<file path="src/rtl/dpfr_pkg.sv">
// ----------------------------------------------------------------------------
// dpfr_pkg
// Shared types and constants for the demand paging frame replacer: item
// payloads, command and register codes, controller/datapath handshake.
// ----------------------------------------------------------------------------
package dpfr_pkg;

  // table sizes; the payload widths below are fixed to these
  localparam int PHYS_FRAMES = 32;
  localparam int VIRT_PAGES  = 256;
  localparam int PAGE_BYTES  = 128;

  localparam int VA_W     = 15;
  localparam int TIME_W   = 32;
  localparam int FRAME_W  = 5;
  localparam int VPAGE_W  = 8;
  localparam int PAGES_W  = 9;
  localparam int CFG_IDX_W = 1;
  localparam int CFG_DATA_W = 9;
  localparam logic [PAGES_W-1:0] PAGES_RESET = 9'd256;

  typedef enum logic [0:0] {
    CMD_FAULT      = 1'b0,
    CMD_MARK_DIRTY = 1'b1
  } command_t;

  typedef enum logic [0:0] {
    MODE_FIFO = 1'b0,
    MODE_LRU  = 1'b1
  } mode_t;

  typedef enum logic [CFG_IDX_W-1:0] {
    REG_REPLACE_MODE = 1'b0,
    REG_PAGES_IN_USE = 1'b1
  } cfg_reg_t;

  typedef struct packed {
    command_t            command;
    logic [VA_W-1:0]     virtual_address;
    logic [TIME_W-1:0]   time_stamp;
  } request_t;

  typedef struct packed {
    logic [FRAME_W-1:0]  frame;
    logic                evicted;
    logic [VPAGE_W-1:0]  victim_page;
    logic                write_back;
    logic                error;
  } result_t;

  // controller -> datapath
  typedef struct packed {
    logic clear;          // clearing pass, one page entry
    logic accept;         // latch the new item
    logic finish;         // hit / dirty / error: update and report
    logic alloc;          // take the next free frame
    logic fifo_take;      // victim from queue head
    logic scan_start;     // start LRU scan
    logic take_best;      // victim from LRU scan
    logic st_from_fp;     // page state read address from frame->page data
    logic capture_victim; // latch victim page
    logic evict;          // unmap victim
    logic map;            // map faulting page, queue frame, report
  } ctl_t;

  // datapath -> controller
  typedef struct packed {
    logic clear_last;
    logic err;
    logic mark_dirty;
    logic hit;
    logic full;
    logic lru;
    logic scan_done;
  } stat_t;

endpackage

</file>
<file path="src/rtl/dpfr_ctrl.sv">
// ----------------------------------------------------------------------------
// dpfr_ctrl
// Sequencer for the frame replacer: clearing pass, lookup, allocation or
// victim selection, eviction and mapping.
// ----------------------------------------------------------------------------
module dpfr_ctrl (
  input  logic             clk,
  input  logic             rst,
  input  logic             start,
  output logic             busy,
  input  dpfr_pkg::stat_t  stat,
  output dpfr_pkg::ctl_t   ctl
);

  typedef enum logic [8:0] {
    S_CLEAR = 9'b000000001,
    S_IDLE  = 9'b000000010,
    S_LOOK  = 9'b000000100,
    S_CHECK = 9'b000001000,
    S_SCAN  = 9'b000010000,
    S_VREAD = 9'b000100000,
    S_SREAD = 9'b001000000,
    S_EVICT = 9'b010000000,
    S_MAP   = 9'b100000000
  } state_t;

  state_t state, state_next;

  always_ff @(posedge clk) begin
    if (rst) begin
      state <= S_CLEAR;
    end else begin
      state <= state_next;
    end
  end

  always_comb begin
    ctl        = '0;
    state_next = state;
    case (state)
      S_CLEAR: begin
        ctl.clear = 1'b1;
        if (stat.clear_last) begin
          state_next = S_IDLE;
        end
      end
      S_IDLE: begin
        if (start) begin
          ctl.accept = 1'b1;
          state_next = S_LOOK;
        end
      end
      S_LOOK: begin
        state_next = S_CHECK;
      end
      S_CHECK: begin
        if (stat.err || stat.mark_dirty || stat.hit) begin
          ctl.finish = 1'b1;
          state_next = S_IDLE;
        end else if (!stat.full) begin
          ctl.alloc  = 1'b1;
          state_next = S_MAP;
        end else if (stat.lru) begin
          ctl.scan_start = 1'b1;
          state_next     = S_SCAN;
        end else begin
          ctl.fifo_take = 1'b1;
          state_next    = S_VREAD;
        end
      end
      S_SCAN: begin
        ctl.st_from_fp = 1'b1;
        if (stat.scan_done) begin
          ctl.take_best = 1'b1;
          state_next    = S_VREAD;
        end
      end
      S_VREAD: begin
        state_next = S_SREAD;
      end
      S_SREAD: begin
        ctl.st_from_fp     = 1'b1;
        ctl.capture_victim = 1'b1;
        state_next         = S_EVICT;
      end
      S_EVICT: begin
        ctl.evict  = 1'b1;
        state_next = S_MAP;
      end
      S_MAP: begin
        ctl.map    = 1'b1;
        state_next = S_IDLE;
      end
      default: begin
        state_next = S_IDLE;
      end
    endcase
  end

  assign busy = (state != S_IDLE);

endmodule

</file>
<file path="config.mk">
export PLATFORM = sky130hd
export DESIGN_NAME = dpfr_ctrl
export DESIGN_NICKNAME = d
export VERILOG_FILES = /design/src/rtl/dpfr_pkg.sv /design/src/rtl/dpfr_ctrl.sv
export SDC_FILE = /design/constraint.sdc
export NUM_CORES = 1
export LEC_CHECK = 0
export ABC_CLOCK_PERIOD_IN_PS = 3800
export BUFFER_PORTS_ARGS = -buffer_cell sky130_fd_sc_hd__buf_2
export CAP_MARGIN = 0
export CORE_MARGIN = 5
export CORE_UTILIZATION = 37
export CTS_BUF_LIST = sky130_fd_sc_hd__clkbuf_8
export DETAILED_ROUTE_END_ITERATION = 7
export SLEW_MARGIN = 15
export SYNTH_ARGS = -nofsm -noshare
export SYNTH_HDL_FRONTEND = slang
export SYNTH_SLANG_ARGS = --single-unit
</file>
<file path="constraint.sdc">
create_clock -name clk -period 3.8 [get_ports clk]
set_input_delay 0.38 -clock clk [delete_from_list [all_inputs] [get_ports clk]]
set_output_delay 0.38 -clock clk [all_outputs]
set_load 0.005 [all_outputs]
</file>
==> flow_summary_export.csv, run 1 <==
group,metric,value,unit
worst_setup_path,worstPathRequired,3.42,ns
yosys,synth_area,587,µm²
timing,total_negative_slack_for_setup_checks,0,ns
worst_setup_path,startpoint_to_endpoint_class_of_the_critical_path,"flop to output pin",
global_routing,grt-busiest-layer,"met2",
finish,top_regs,"state: 9 flops",
timing,worst_slew_pin_slew,0.480,ns
power_and_ir_drop,irDropWorstVdd,161,µV
floorplan,initial_core_util,39.0,%
clocking,htreeDepth,1,
min_path,origin_of_the_worst_min_delay_path,"rst",
timing,worst_setup_margin,1.56,ns
drt,postRouteAntennaNets,0,
worst_setup_path,rr_startpoint,"state[7]",
timing,clock_skew,0.00168,ns
yosys,postSynthRegisterBits,9,
yosys,yosys.cell_types.count,36,
drt,first_pass_iters,5,
global_routing,grt_pass1_wl,2340,µm
worst_setup_path,critical-path-max-stage-delay,0.52,ns
min_path,path_class_of_the_lowest_slack_min_delay_path,"input pin to flop",
place,io_buffer_count,21,
yosys,synthesis.area_per_instance,8.76,µm²
yosys,number_of_instances_in_the_synthesized_netlist,67,
global_routing,antenna_found_initial,0,
yosys,yosysSeqAreaShare,30.7,%
finish,layout.cells.most_common_list,"21 x buf_2, 9 x dfxtp_1, 7 x nor2_1, 6 x inv_1, 5 x nor3_1",
finish,n_antenna_cell,0,
drt,avgRoutedWirePerCell,13.4,µm
power_and_ir_drop,p_per_area,324,mW/mm²
global_routing,grt_max_degree,10,
timing,timing_hold_violations_final,0,
run_status,run_status,"finished clean",
global_routing,grtUsageMet1,16.3,%
worst_setup_path,r2r_setup_slack,2.12,ns
timing,finalSetupViolCount,0,
clocking,post-cts-setup-buffers,0,
global_routing,grt.met2_usage,16.7,%
worst_setup_path,crit_path_start_kind,"flop",
timing,timing.max_slew.rel_slack,67.8,%
finish,largest_register,"state",
clocking,path_clk_slew,0.05,ns
drt,post-route-drc-count,0,
finish,final_cell_count_without_fillers,106,
floorplan,num_rows,14,
worst_setup_path,crit_path_top_delay_cell,"nor4_4",
yosys,synth.area.top_cells,"dfxtp_1 31%, nor2_1 4.5%, nor4b_1 4.5%",
clocking,tritoncts.num_buffers,3,
yosys,synth_top_cell_by_area,"dfxtp_1",
timing,maxSlewViolCount,0,
worst_setup_path,r2r_cells,4,
finish,post_route_cells_drive_above_1_share,37.8,%
yosys,postSynthNetCount,77,
yosys,synth_top_area_share,30.7,%
drt,drt-initial-drc-count,11,
worst_setup_path,worstSetupEndpoint,"ctl[5]",
clocking,clk_root_buffer_cell,"clkbuf_8",
place,detailed_place_hpwl,1080,µm
run,maxCapViolations,0,
clocking,cts_hold_buf,0,
global_routing,grt_pass1_vias,541,
drt,finalWirelength,1430,µm
power_and_ir_drop,p_leak,0.000361,µW
floorplan,dieArea,0.00248,mm²
clocking,cts_tree,"built",
place,place_congestion,0.751,
global_routing,global_route.usage.total,12.2,%
finish,mostFrequentLayoutCell,"buf_2",
floorplan,die_width,49.8,µm
clocking,clock_sinks,9,
finish,final_nets,101,
clocking,clk_latency,0.23,ns
worst_setup_path,worst_setup_startpoint,"state[7]",
clocking,post_cts_resized,0,
place,place_worst_setup_slack,1.82,ns
floorplan,boundaryPins,22,
finish,synthToLayoutAreaGrowth,26.9,%
worst_setup_path,timing.critical_path.cells,"nor4_4 -> nand4_4 -> or3_4 -> inv_1 -> buf_2",
global_routing,global_route.usage.met3,2.71,%
place,placed_instances,102,
global_routing,grt.overflow.total,0,
timing,finalWorstPathRequiredPeriod,2.24,ns
worst_setup_path,critPathMaxFanout,7,
timing,rsz0062_at_grt,"no",
timing,maximum_frequency_from_static_timing_analysis,446,MHz
worst_setup_path,crit-reg2reg-capture,"state[1]",
worst_setup_path,worstPathArrival,1.86,ns
finish,largest_reg_flops,9,
floorplan,fp.coreArea,0.00151,mm²
drt,detail_route.vias_per_cell,5.59,
yosys,synth.yosys.warnings,0,
timing,fin_crit_sh,59.0,%
floorplan,die_h,49.8,µm
worst_setup_path,cp-end-kind,"output pin",
drt,dr_total_vias,593,
clocking,cts_buffer_depth,2,
## logic make-up (layout without fill, tap and decap cells)
family	count (synthesis)	count (layout)	synth area share (%)
simple gates	37	37	44.6
compound gates	11	11	14.9
flops	9	9	30.7
buf+inv	7	30	5.33
xor+xnor	3	3	4.48
## how the worst min path moves through the flow
stage          endpoint  cells after the start
3_5_place_dp   state[4]                      2
6_report       state[4]                      2
3_3_place_gp   state[4]                      2
2_1_floorplan  state[4]                      1
4_1_cts        state[4]                      2
5_1_grt        state[4]                      2
## layer usage
metal  vias to the layer above  routed length [µm]
met2                        35                 581
met5                         -                   0
met1                       259                 668
li1                        294                   -
met4                         0                  48
met3                         5                 126
## cell type report
class | count | area [µm²]
Inverter | 5 | 18.8
Multi-Input combinational cell | 51 | 375
Timing Repair Buffer | 21 | 105
Clock buffer | 3 | 41.3
Clock inverter | 1 | 3.75
Sequential cell | 9 | 180
Fill cell | 153 | 762
Tap cell | 16 | 20.0
## report_power, final
| part | total, µW | internal [µW] | switching [µW] |
|---|---|---|---|
| registers | 99.9 | 97.1 | 2.86 |
| clock network | 110 | 70.5 | 39.9 |
| logic | 31.2 | 13.7 | 17.5 |
## per-stage QoR
| step | hold WS [ns] | power (µW) | utilization [%] | area [µm²] |
|---|---|---|---|---|
| after global placement | 0.588 | 133 | 46.4 | 699 |
| after detailed placement | 0.588 | 132 | 46.4 | 699 |
| after floorplan | 0.442 | 120 | - | 587 |
| final | 0.343 | 242 | 49.4 | 744 |
| after global routing | 0.357 | 251 | 49.4 | 744 |
| after CTS | 0.342 | 243 | 49.4 | 744 |
## cell usage after synthesis (all sizes together)
master and n:
nor2b 1, buf 2, nor2 8, o21a 1
and4b 1, nand2 3, nor3 6, o2111ai 1
nand4 2, a21oi 1, o21ba 2, xnor2 1
inv 5, nor4 3, a41oi 1, nor4b 4
o22ai 1, xor2 2, nand3 3, nand4b 1
o21ai 2, dfxtp 9, o211a 1, or3 2
a211oi 1, and3 2, nor3b 1
## worst max-delay path: cells and delay by family (launching register included)
kind | cells | cell delay (ns)
buf+inv | 2 | 0.16
simple gates | 3 | 1.11
flops | 1 | 0.37
(Power assumes the default switching activity.)
==> inputs of run 2 (changes only) <==
--- a/config.mk
+++ b/config.mk
@@ -5,13 +5,14 @@
 export SDC_FILE = /design/constraint.sdc
 export NUM_CORES = 1
 export LEC_CHECK = 0
-export ABC_CLOCK_PERIOD_IN_PS = 3800
+export ABC_CLOCK_PERIOD_IN_PS = 1870
 export BUFFER_PORTS_ARGS = -buffer_cell sky130_fd_sc_hd__buf_2
 export CAP_MARGIN = 0
 export CORE_MARGIN = 5
 export CORE_UTILIZATION = 37
 export CTS_BUF_LIST = sky130_fd_sc_hd__clkbuf_8
 export DETAILED_ROUTE_END_ITERATION = 7
+export PLACE_DENSITY = 0.65
 export SLEW_MARGIN = 15
 export SYNTH_ARGS = -nofsm -noshare
 export SYNTH_HDL_FRONTEND = slang
==> constraint.sdc (replaced) <==
create_clock -name clk -period 1.87 [get_ports clk]
set_input_delay 0.187 -clock clk [delete_from_list [all_inputs] [get_ports clk]]
set_output_delay 0.187 -clock clk [all_outputs]
set_load 0.005 [all_outputs]
==> run 2 against run 1 <==
  * First-iteration DRC count is the same
  * Sequential cell count is the same
  * Non-clock buffer count grew 6
  * Count of clock-buffer cells in the layout is the same
==> flow_summary_export.csv, run 2 (synthesized netlist as in run 1, its figures left out) <==
group,metric,value,unit
run_status,run_status,"finished clean",
worst_setup_path,cp_top_family,"simple AND/OR/NAND/NOR gates",
worst_setup_path,startpoint_to_endpoint_class_of_the_critical_path,"flop to output pin",
timing,total_negative_slack_for_setup_checks,0,ns
worst_setup_path,critPathMaxFanout,4,
clocking,cts_tree,"built",
timing,maximum_frequency_from_static_timing_analysis,559,MHz
place,place_congestion,0.767,
worst_setup_path,r2r_cells,5,
power_and_ir_drop,total_power,506,µW
power_and_ir_drop,p_clk_share,46.2,%
timing,fin_crit_sh,95.7,%
clocking,path_clk_slew,0.05,ns
drt,finalWirelength,1460,µm
worst_setup_path,critical-path-max-stage-delay,0.36,ns
timing,clock_skew,0.00202,ns
global_routing,grt_pass1_wl,2480,µm
global_routing,antenna_found_initial,0,
power_and_ir_drop,p_leak,0.000393,µW
power_and_ir_drop,comb_power_share,13.9,%
clocking,tritoncts.num_buffers,3,
power_and_ir_drop,irDropWorstVdd,372,µV
clocking,clock_sinks,9,
min_path,whs_path_depth,2,
worst_setup_path,timing.critical_path.cells,"nor4_4 -> nand4_4 -> or3_4 -> inv_1 -> buf_2",
clocking,cts_hold_buf,0,
drt,postRouteAntennaNets,0,
drt,drt-initial-drc-count,11,
finish,largest_register,"state",
drt,detail_route.vias_per_cell,5.13,
place,detailed_place_hpwl,1170,µm
timing,finalSetupViolCount,0,
finish,final_nets,107,
clocking,cts_buffer_depth,2,
worst_setup_path,crit-reg2reg-capture,"state[1]",
worst_setup_path,crit_cells,5,
power_and_ir_drop,net-switching-power,131,µW
floorplan,die_h,49.8,µm
min_path,origin_of_the_worst_min_delay_path,"rst",
drt,post-route-drc-count,0,
floorplan,fp.coreArea,0.00151,mm²
finish,n_antenna_cell,0,
worst_setup_path,worstPathRequired,1.68,ns
global_routing,global_route.usage.total,12.9,%
finish,layout.filler_cells,150,
clocking,clk_latency,0.24,ns
timing,timing.max_slew.rel_slack,73.1,%
worst_setup_path,r2r_setup_slack,0.28,ns
power_and_ir_drop,p_seq_share,39.9,%
worst_setup_path,crit_path_start_kind,"flop",
timing,timing_hold_violations_final,0,
timing,worst_slew_pin_slew,0.398,ns
finish,post_route_cells_drive_above_1_share,46.9,%
power_and_ir_drop,intPower,374,µW
finish,mostFrequentLayoutCell,"buf_2",
power_and_ir_drop,p_per_area,623,mW/mm²
worst_setup_path,worstPathArrival,1.60,ns
floorplan,dieArea,0.00248,mm²
power_and_ir_drop,power_switching_share,26.0,%
global_routing,grt.overflow.total,0,
timing,rsz0062_at_grt,"no",
finish,top_regs,"state: 9 flops",
finish,largest_reg_flops,9,
place,io_buffer_count,21,
global_routing,grt_pass1_vias,540,
timing,maxSlewViolCount,0,
worst_setup_path,crit_path_top_delay_cell,"or3_4",
finish,layout.cells.most_common_list,"21 x buf_2, 7 x nor2_1, 6 x buf_4",
clocking,htreeDepth,1,
floorplan,boundaryPins,22,
run,maxCapViolations,0,
min_path,path_class_of_the_lowest_slack_min_delay_path,"input pin to flop",
floorplan,initial_core_util,39.0,%
floorplan,die_width,49.8,µm
min_path,hold_ep,"state[4]",
drt,first_pass_iters,4,
drt,avgRoutedWirePerCell,13.0,µm
worst_setup_path,cp-end-kind,"output pin",
finish,synthToLayoutAreaGrowth,38.4,%
timing,finalWorstPathRequiredPeriod,1.79,ns
worst_setup_path,rr_startpoint,"state[7]",
worst_setup_path,worst-path-buf-inv,2,
drt,dr_total_vias,575,
timing,finalHoldWorstSlack,0.126,ns
global_routing,grt_max_degree,10,
floorplan,num_rows,14,
clocking,clk_root_buffer_cell,"clkbuf_8",
[run 2: worst max-delay path by stage]
stage | end | slack (ns) | startpoint
global placement | ctl[5] | 0.26 | state[7]
detailed placement | ctl[5] | 0.24 | state[7]
finish | ctl[5] | 0.08 | state[7]
global route | ctl[5] | 0.006 | state[7]
floorplan | ctl[5] | 0.27 | state[5]
CTS | ctl[5] | 0.03 | state[6]
[run 2: area by class of cell]
cell class	count	area [µm²]	share of cell area [%]
Clock buffer	3	41.3	5.08
Inverter	5	18.8	2.31
Clock inverter	1	5.00	0.616
Tap cell	16	20.0	2.47
Sequential cell	9	190	23.4
Multi-Input combinational cell	51	387	47.6
Timing Repair Buffer	27	150	18.5
[run 2: power by group through the flow]
stage | sequential, µW | clock (µW) | combinational, µW
2_1_floorplan | 205 | 0 | 38.9
3_3_place_gp | 206 | 0 | 65.5
3_5_place_dp | 207 | 0 | 65.8
4_1_cts | 201 | 243 | 66.3
5_1_grt | 202 | 250 | 79.7
6_report | 202 | 234 | 70.2
[run 2: stage by stage]
stage / setup WS [ns] / instances / utilization (%) / instance area, µm²
2_1_floorplan: 0.273 / 67 / - / 587
3_3_place_gp: 0.258 / 104 / 47.4 / 714
3_5_place_dp: 0.243 / 104 / 47.4 / 714
4_1_cts: 0.0266 / 110 / 51.8 / 781
5_1_grt: 0.00561 / 112 / 53.9 / 812
6_report: 0.0800 / 112 / 53.9 / 812
[run 2: timing repair]
| item | CTS | global route |
|---|---|---|
| hold endpoints to repair | 0 | 0 |
| buffers inserted | 2 | 3 |
| pin swaps | 3 | 3 |
| resized for setup | 3 | 5 |
| endpoints found under the setup margin | 1 | 5 |
[run 2: layer usage]
metal | track usage (%) | up-vias | wire [µm]
met5 | 0 | - | 0
met4 | 3.93 | 0 | 10
met3 | 6.02 | 2 | 73
met2 | 20.1 | 10 | 758
met1 | 15.6 | 256 | 612
li1 | - | 307 | -
